==> src/rtl/stt_pkg.sv <==
// Shared constants for the spaces-to-tabs converter.
// Character codes, register map and default sizes; no dependencies.
`default_nettype none
package stt_pkg;

  // Largest supported tab stop distance (default of the top-level parameter)
  localparam int MAX_TAB_SIZE = 16;

  // Queue depth between front and back ends (power of two)
  localparam int QUEUE_DEPTH = 2;

  // Character codes
  localparam logic [7:0] CH_NUL   = 8'h00;
  localparam logic [7:0] CH_TAB   = 8'h09;
  localparam logic [7:0] CH_NL    = 8'h0A;
  localparam logic [7:0] CH_SPACE = 8'h20;

  // Register map
  localparam logic REG_TAB_SIZE = 1'b0;
  localparam logic [4:0] TAB_SIZE_RESET = 5'd4;

  // Run tracking codes
  localparam logic [1:0] RUN_NONE   = 2'd0;
  localparam logic [1:0] RUN_SINGLE = 2'd1;
  localparam logic [1:0] RUN_MULTI  = 2'd2;

endpackage
`default_nettype wire

==> src/rtl/stt_front.sv <==
// Front end: accepts text bytes, tracks column and space runs, and issues
// emit commands {filler count, filler is tab, final byte}. Uses stt_pkg.
`default_nettype none
module stt_front #(
  parameter int MAX_TAB_SIZE = stt_pkg::MAX_TAB_SIZE,
  parameter int PW = $clog2(MAX_TAB_SIZE),
  parameter int CMD_W = PW + 9
) (
  input  wire logic             clk,
  input  wire logic             rst,
  input  wire logic [4:0]       tab_size,
  input  wire logic             in_valid,
  output logic                  in_ready,
  input  wire logic [7:0]       in_byte,
  output logic                  cmd_valid,
  input  wire logic             cmd_ready,
  output logic [CMD_W-1:0]      cmd_data
);

  localparam int CW = (PW + 1 > 5) ? PW + 1 : 5;

  logic [PW-1:0] column_phase, column_phase_next;
  logic [1:0]    run_kind, run_kind_next;
  logic [PW-1:0] held_spaces, held_spaces_next;

  logic [CW-1:0] tab_eff;
  logic [CW-1:0] phase_inc;
  logic          wrap;
  logic [PW-1:0] phase_adv;
  logic          has_cmd;
  logic [PW-1:0] fill_cnt;
  logic          fill_tab;
  logic [7:0]    final_byte;
  logic [1:0]    tabs;
  logic [PW-1:0] h;
  logic          accept;

  // Effective tab size, clamped to 1..MAX_TAB_SIZE
  always_comb begin
    tab_eff = CW'(tab_size);
    if (tab_eff == '0) tab_eff = CW'(1);
    if (tab_eff > CW'(MAX_TAB_SIZE)) tab_eff = CW'(MAX_TAB_SIZE);
  end

  // Column advance by one with wrap at the stop
  assign phase_inc = CW'(column_phase) + CW'(1);
  assign wrap      = (phase_inc >= tab_eff);
  assign phase_adv = wrap ? '0 : phase_inc[PW-1:0];

  // Classify the byte and work out the next state
  always_comb begin
    column_phase_next = column_phase;
    run_kind_next     = run_kind;
    held_spaces_next  = held_spaces;
    has_cmd    = 1'b0;
    fill_cnt   = '0;
    fill_tab   = 1'b0;
    final_byte = in_byte;
    tabs       = 2'd0;
    h          = held_spaces;
    if (in_byte == stt_pkg::CH_SPACE) begin
      if (run_kind == stt_pkg::RUN_NONE) begin
        column_phase_next = phase_adv;
        run_kind_next     = stt_pkg::RUN_SINGLE;
        held_spaces_next  = PW'(1);
      end else begin
        // second space of a run settles a stop reached by the first
        if (run_kind == stt_pkg::RUN_SINGLE && column_phase == '0) begin
          tabs = tabs + 2'd1;
          h    = '0;
        end
        run_kind_next     = stt_pkg::RUN_MULTI;
        column_phase_next = phase_adv;
        if (wrap) begin
          tabs = tabs + 2'd1;
          h    = '0;
        end else if (h < PW'(MAX_TAB_SIZE - 1)) begin
          h = h + PW'(1);
        end
        held_spaces_next = h;
        has_cmd    = (tabs != 2'd0);
        fill_cnt   = PW'(tabs - 2'd1);
        fill_tab   = 1'b1;
        final_byte = stt_pkg::CH_TAB;
      end
    end else begin
      // flush held spaces, then the byte itself
      has_cmd          = 1'b1;
      fill_cnt         = held_spaces;
      fill_tab         = 1'b0;
      final_byte       = in_byte;
      held_spaces_next = '0;
      run_kind_next    = stt_pkg::RUN_NONE;
      if (in_byte == stt_pkg::CH_NUL || in_byte == stt_pkg::CH_NL ||
          in_byte == stt_pkg::CH_TAB) begin
        column_phase_next = '0;
      end else begin
        column_phase_next = phase_adv;
      end
    end
  end

  assign in_ready  = cmd_ready;
  assign accept    = in_valid && in_ready;
  assign cmd_valid = accept && has_cmd;
  assign cmd_data  = {fill_cnt, fill_tab, final_byte};

  // State update on each accepted word
  always_ff @(posedge clk) begin
    if (rst) begin
      column_phase <= '0;
      run_kind     <= stt_pkg::RUN_NONE;
      held_spaces  <= '0;
    end else if (accept) begin
      column_phase <= column_phase_next;
      run_kind     <= run_kind_next;
      held_spaces  <= held_spaces_next;
    end
  end

endmodule
`default_nettype wire

==> src/rtl/stt_queue.sv <==
// Small command queue between the front and back ends.
// Register-based circular buffer; uses stt_pkg for its default depth.
`default_nettype none
module stt_queue #(
  parameter int WIDTH = 8,
  parameter int DEPTH = stt_pkg::QUEUE_DEPTH
) (
  input  wire logic             clk,
  input  wire logic             rst,
  input  wire logic             push,
  input  wire logic [WIDTH-1:0] push_data,
  output logic                  not_full,
  input  wire logic             pop,
  output logic                  not_empty,
  output logic [WIDTH-1:0]      head
);

  localparam int AW = (DEPTH > 1) ? $clog2(DEPTH) : 1;
  localparam int NW = $clog2(DEPTH + 1);

  logic [WIDTH-1:0] mem [DEPTH];
  logic [AW-1:0]    wr_ptr;
  logic [AW-1:0]    rd_ptr;
  logic [NW-1:0]    count;

  assign not_full  = (count != NW'(DEPTH));
  assign not_empty = (count != '0);
  assign head      = mem[rd_ptr];

  // Storage
  always_ff @(posedge clk) begin
    if (push) mem[wr_ptr] <= push_data;
  end

  // Pointers and fill count
  always_ff @(posedge clk) begin
    if (rst) begin
      wr_ptr <= '0;
      rd_ptr <= '0;
      count  <= '0;
    end else begin
      if (push) wr_ptr <= (wr_ptr == AW'(DEPTH - 1)) ? '0 : wr_ptr + AW'(1);
      if (pop)  rd_ptr <= (rd_ptr == AW'(DEPTH - 1)) ? '0 : rd_ptr + AW'(1);
      if (push && !pop)      count <= count + NW'(1);
      else if (pop && !push) count <= count - NW'(1);
    end
  end

endmodule
`default_nettype wire

==> src/rtl/stt_back.sv <==
// Back end: expands the command at the queue head into output words,
// one per cycle while the receiver takes them, into a registered output stage. Uses stt_pkg.
`default_nettype none
module stt_back #(
  parameter int MAX_TAB_SIZE = stt_pkg::MAX_TAB_SIZE,
  parameter int PW = $clog2(MAX_TAB_SIZE),
  parameter int CMD_W = PW + 9
) (
  input  wire logic             clk,
  input  wire logic             rst,
  input  wire logic             cmd_valid,
  input  wire logic [CMD_W-1:0] cmd_data,
  output logic                  cmd_pop,
  output logic                  out_valid,
  input  wire logic             out_ready,
  output logic [7:0]            out_byte,
  output logic                  last
);

  logic [PW-1:0] fill_cnt;
  logic          fill_tab;
  logic [7:0]    final_byte;
  logic [PW-1:0] done_cnt;
  logic          advance;
  logic          at_final;

  assign {fill_cnt, fill_tab, final_byte} = cmd_data;

  assign advance  = cmd_valid && (!out_valid || out_ready);
  assign at_final = (done_cnt == fill_cnt);
  assign cmd_pop  = advance && at_final;

  // Filler counter for the current command
  always_ff @(posedge clk) begin
    if (rst) begin
      done_cnt <= '0;
    end else if (advance) begin
      done_cnt <= at_final ? '0 : done_cnt + PW'(1);
    end
  end

  // Output register
  always_ff @(posedge clk) begin
    if (rst) begin
      out_valid <= 1'b0;
    end else if (advance) begin
      out_valid <= 1'b1;
    end else if (out_ready) begin
      out_valid <= 1'b0;
    end
  end

  always_ff @(posedge clk) begin
    if (advance) begin
      out_byte <= at_final ? final_byte
                           : (fill_tab ? stt_pkg::CH_TAB : stt_pkg::CH_SPACE);
      last     <= at_final;
    end
  end

endmodule
`default_nettype wire

==> src/rtl/spaces_to_tabs_converter.sv <==
// Spaces-to-tabs converter: top level with APB register and the
// front end, command queue and back end. Uses stt_pkg.
//
// Usage:
//   Input channel (in_valid/in_ready/in_byte) takes one text byte per word.
//   Output channel (out_valid/out_ready/out_byte/last) gives converted words;
//   last marks the final word caused by one input byte. A space that reaches
//   no stop causes no output word.
//   Register tab_size (byte address 0) sets the stop distance; write it only
//   while the block is idle. Reads return the stored 5-bit value.
// Throughput: one input word per cycle as long as each byte causes at most
//   one output word and the receiver does not stall. The back end emits one word per
//   cycle while not stalled, so a byte that flushes k held spaces gives it k+1 words;
//   the front end stalls once the two-entry command queue is full.
// Path: the first output word of a byte goes through the command queue,
//   written at the edge that accepts the byte, and then the output register,
//   from which it is offered on out_byte.
// Reset (rst, synchronous): clears column, run and held-space state, empties
//   the queue and output stage, and sets tab_size to 4.
// Receiver stall: the output word holds; the queue fills, then in_ready drops.
`default_nettype none
module spaces_to_tabs_converter #(
  parameter int MAX_TAB_SIZE = stt_pkg::MAX_TAB_SIZE
) (
  input  wire logic        clk,
  input  wire logic        rst,
  // configuration port
  input  wire logic        psel,
  input  wire logic        penable,
  input  wire logic        pwrite,
  input  wire logic [2:0]  paddr,
  input  wire logic [31:0] pwdata,
  output logic [31:0]      prdata,
  output logic             pready,
  // input words
  input  wire logic        in_valid,
  output logic             in_ready,
  input  wire logic [7:0]  in_byte,
  // output words
  output logic             out_valid,
  input  wire logic        out_ready,
  output logic [7:0]       out_byte,
  output logic             last
);

  localparam int PW = $clog2(MAX_TAB_SIZE);
  localparam int CMD_W = PW + 9;

  logic [4:0]       tab_size;
  logic             cmd_valid;
  logic             q_not_full;
  logic [CMD_W-1:0] cmd_data;
  logic             q_not_empty;
  logic [CMD_W-1:0] q_head;
  logic             q_pop;

  // Register port
  assign pready = 1'b1;
  assign prdata = (paddr[2] == stt_pkg::REG_TAB_SIZE) ? {27'd0, tab_size} : 32'd0;

  always_ff @(posedge clk) begin
    if (rst) begin
      tab_size <= stt_pkg::TAB_SIZE_RESET;
    end else if (psel && penable && pwrite && pready &&
                 paddr[2] == stt_pkg::REG_TAB_SIZE) begin
      tab_size <= pwdata[4:0];
    end
  end

  stt_front #(
    .MAX_TAB_SIZE(MAX_TAB_SIZE),
    .PW(PW),
    .CMD_W(CMD_W)
  ) u_front (
    .clk      (clk),
    .rst      (rst),
    .tab_size (tab_size),
    .in_valid (in_valid),
    .in_ready (in_ready),
    .in_byte  (in_byte),
    .cmd_valid(cmd_valid),
    .cmd_ready(q_not_full),
    .cmd_data (cmd_data)
  );

  stt_queue #(
    .WIDTH(CMD_W),
    .DEPTH(stt_pkg::QUEUE_DEPTH)
  ) u_queue (
    .clk      (clk),
    .rst      (rst),
    .push     (cmd_valid),
    .push_data(cmd_data),
    .not_full (q_not_full),
    .pop      (q_pop),
    .not_empty(q_not_empty),
    .head     (q_head)
  );

  stt_back #(
    .MAX_TAB_SIZE(MAX_TAB_SIZE),
    .PW(PW),
    .CMD_W(CMD_W)
  ) u_back (
    .clk      (clk),
    .rst      (rst),
    .cmd_valid(q_not_empty),
    .cmd_data (q_head),
    .cmd_pop  (q_pop),
    .out_valid(out_valid),
    .out_ready(out_ready),
    .out_byte (out_byte),
    .last     (last)
  );

endmodule
`default_nettype wire

==> config.mk <==
export PLATFORM = sky130hd
export DESIGN_NAME = spaces_to_tabs_converter
export DESIGN_NICKNAME = d
export VERILOG_FILES = /design/src/rtl/stt_pkg.sv /design/src/rtl/stt_front.sv /design/src/rtl/stt_queue.sv /design/src/rtl/stt_back.sv /design/src/rtl/spaces_to_tabs_converter.sv
export SDC_FILE = /design/constraint.sdc
export NUM_CORES = 1
export LEC_CHECK = 0
export ABC_AREA = 0
export BUFFER_PORTS_ARGS = -buffer_cell sky130_fd_sc_hd__buf_2
export CORE_UTILIZATION = 30
export CTS_BUF_LIST = sky130_fd_sc_hd__clkbuf_4
export CTS_CLUSTER_SIZE = 10
export DETAILED_ROUTE_END_ITERATION = 7
export SLEW_MARGIN = 20
export SYNTH_ARGS = -nofsm -noshare
export SYNTH_HDL_FRONTEND = slang
export SYNTH_SLANG_ARGS = --single-unit
==> constraint.sdc <==
create_clock -name clk -period 6.8 [get_ports clk]
set_input_delay 0.34 -clock clk [delete_from_list [all_inputs] [get_ports clk]]
set_output_delay 0.34 -clock clk [all_outputs]
set_load 0.005 [all_outputs]
==> impl_metrics.toml <==
[outcome]
status = "finished, final reports clean"

[grt]
grt.overflow.total = 0
grt_pass1_wl_mm = 7.94
grt_max_degree = 24
antenna_found_initial = 0
grt_pass1_vias = 1735
grt_usage_pct = 10.3

[floorplan]
num_rows = 36
core_area_um2 = 9730
initial_core_util_pct = 31.0
die_h_um = 102
die_x_um = 102
die_area_um2 = 10400
ios = 94

[min_path]
holdPathEnd = "u_queue.mem[1][4]"
hp-class = "input pin to register"
hold_depth = 1
hp-start = "in_byte[4]"

[final_layout]
drive_gt1_share_pct = 19.0
num_antenna_cells = 0
multi_input_area_um2 = 1260
areaGrowthSynthToFinish_pct = 12.4
regArea_um2 = 1550
nets = 378
fill_cells = 1007

[timing]
fin_setup_tns_ps = 0
slew_violations = 0
timing.final.ws_setup_ps = 3440
fin_crit_ps = 3360
fmax_mhz = 297
setup_violations = 0
clock_skew_ps = 17.3
worstMarginPinSlew_ps = 725
hold_viol = 0
slew_headroom_pct = 51.2
grt_setup_unrepaired = "no"
period_share_pct = 49.4

[worst_setup_path]
start_kind = "register"
ff2ff_path_depth = 9
worstReg2RegStart = "u_front.column_phase[0]"
cp.arrival_ps = 3400
worstPathRequired_ps = 6840
rr_endpoint = "u_queue.mem[0][7]"
crit_path_end_kind = "register"
crit_type = "register to register"
critPathMaxFanout = 13
r2r_slack_ps = 3440

[logic_synthesis]
synth_cells = 281
synth_edf_count = 35
synth_seq_cells = 60
async_flop_share_pct = 0
synth_flop_cell = "edfxtp_1"
syn-mean-instance-area_um2 = 10.7
netlist_area_um2 = 3010
ys_warn_count = 0
synth_seq_area_share_pct = 51.5
ys_types = 42

[detailed_routing]
drt_iter0_drc = 54
wl_per_cell_um = 11.1
drc_errors = 0
drt-total-wl_mm = 5.02
detail-route-antenna-nets = 0
drt-met1-wl_mm = 2.24
vias = 2008
top_layer_used = "met4"
dr_wl_met3_um = 206
dr.pass1.iters = 4
vias_per_cell = 4.42
met2_length_mm = 2.47

[flow_run]
cap_violations = 0

[clock_tree]
post_cts_resized = 0
clock_sinks = 60
cts_root_buf = "clkbuf_4"
cts_buffers = 9
cts_hold_buf = 0
post_cts_buffers = 0
clockBufferDepth = 2
cts_tree = "done"
clk_pin_slew_ps = 100
clock_latency_ps = 410
ctsHtreeMaxLevel = 3

[placement]
gp_congestion = 0.735
pre_cts_ws_ps = 3120
dp_hpwl_mm = 3.59
port_buffers = 36

[power_and_ir_drop]
ir_drop_mv = 0.101
p_leak_nw = 1.36
power_mw = 1.09
power_density_nw_per_um2 = 321
cell usage after synthesis, types with 8 or more instances:
cell type	n	share of area, %
edfxtp_1	35	35
buf_4	28	7.0
dfxtp_1	25	17
nand2_1	23	2.9
nor2_1	22	2.7
mux2i_1	15	5.0
a21oi_1	14	2.3
nand3_1	14	2.3
ha_1	12	5.0
inv_1	11	1.4
clkbuf_1	8	1.0
xor2_1	8	2.3
metal layers:
metal  up-vias  track usage [%]
li1       1012                -
met1       934             11.4
met2        49             17.0
met3        13             3.69
met4         0             5.93
met5         -                0
cell type report:
class | instances | area share (%)
Clock inverter | 7 | 3.40
Tap cell | 133 | 4.92
Sequential cell | 60 | 45.8
Multi-Input combinational cell | 198 | 37.3
Inverter | 11 | 1.22
Clock buffer | 9 | 2.00
Timing Repair Buffer | 36 | 5.32
metrics by stage:
step	hold slack [ps]	cell area, um^2	cells	util [%]
2_1_floorplan	444	3110	307	-
6_report	146	3380	454	34.8
4_1_cts	116	3380	454	34.8
3_3_place_gp	475	3200	438	32.9
5_1_grt	103	3380	454	34.8
3_5_place_dp	483	3200	438	32.9
worst max-delay path, cell delays in order, from the launching register on:
cell     delay, ps
dfxtp_1        360
inv_1           90
ha_1           150
nand2_1         50
nor4_1         560
inv_1          260
ha_1           260
or2_2          280
a31oi_1        340
nor2b_2        640
worst max path at each step:
stage / startpoint / to / slack [ps] / cells past startpoint
2_1_floorplan: u_front.column_phase[0] / u_queue.mem[0][0] / 3630 / 9
3_3_place_gp: u_front.column_phase[0] / u_queue.mem[0][6] / 3140 / 9
3_5_place_dp: u_front.column_phase[0] / u_queue.mem[0][6] / 3120 / 9
4_1_cts: u_front.column_phase[0] / u_queue.mem[0][7] / 3090 / 9
5_1_grt: u_front.column_phase[0] / u_queue.mem[0][7] / 3210 / 9
6_report: u_front.column_phase[0] / u_queue.mem[0][7] / 3440 / 9
sequential cells by signal (all words and copies together), names as in the netlist, named ones only:
register	cells
tab_size	5
u_back.done_cnt	4
u_back.last	1
u_back.out_byte	8
u_back.out_valid	1
u_front.column_phase	4
u_front.held_spaces	4
u_front.run_kind	2
u_queue.count	2
u_queue.mem	26
u_queue.rd_ptr	1
u_queue.wr_ptr	1
cells by family after synthesis:
family	after synthesis	synth area share, %
other	2	0.249
muxes	18	7.23
AOI/OAI and AO/OA	36	7.44
xor gates and xnor gates	11	3.20
buffers and inverters	49	9.89
adders and majority gates	12	4.99
DFF	60	51.5
and+or+nand+nor	93	15.5
cell usage in the layout (no fill, tap or decap), types with 2 or more instances in the layout:
cell and count:
buf_2 36, edfxtp_1 35, conb_1 28, dfxtp_1 25, nand2_1 23, nor2_1 22, mux2i_1 15, nand3_1 14
a21oi_1 14, ha_1 12, inv_1 11, clkbuf_4 9, xor2_1 8, o21ai_0 6, a31oi_1 5, nor2b_1 5
or2_2 3, nand2b_1 3, mux4_2 3, nor3_1 3, xnor2_1 3, a22o_1 3, and2_1 3, or3_1 3
nand3b_1 3, bufinv_16 3, nor4_1 2, o31ai_1 2, nand4b_1 2, clkinv_1 2, clkinv_4 2
where the power goes:
group          switching [mW]  internal, mW
combinational           0.148         0.101
sequential             0.0398         0.482
clock                   0.132         0.185
total                   0.319         0.767
(Power assumes the default switching activity.)
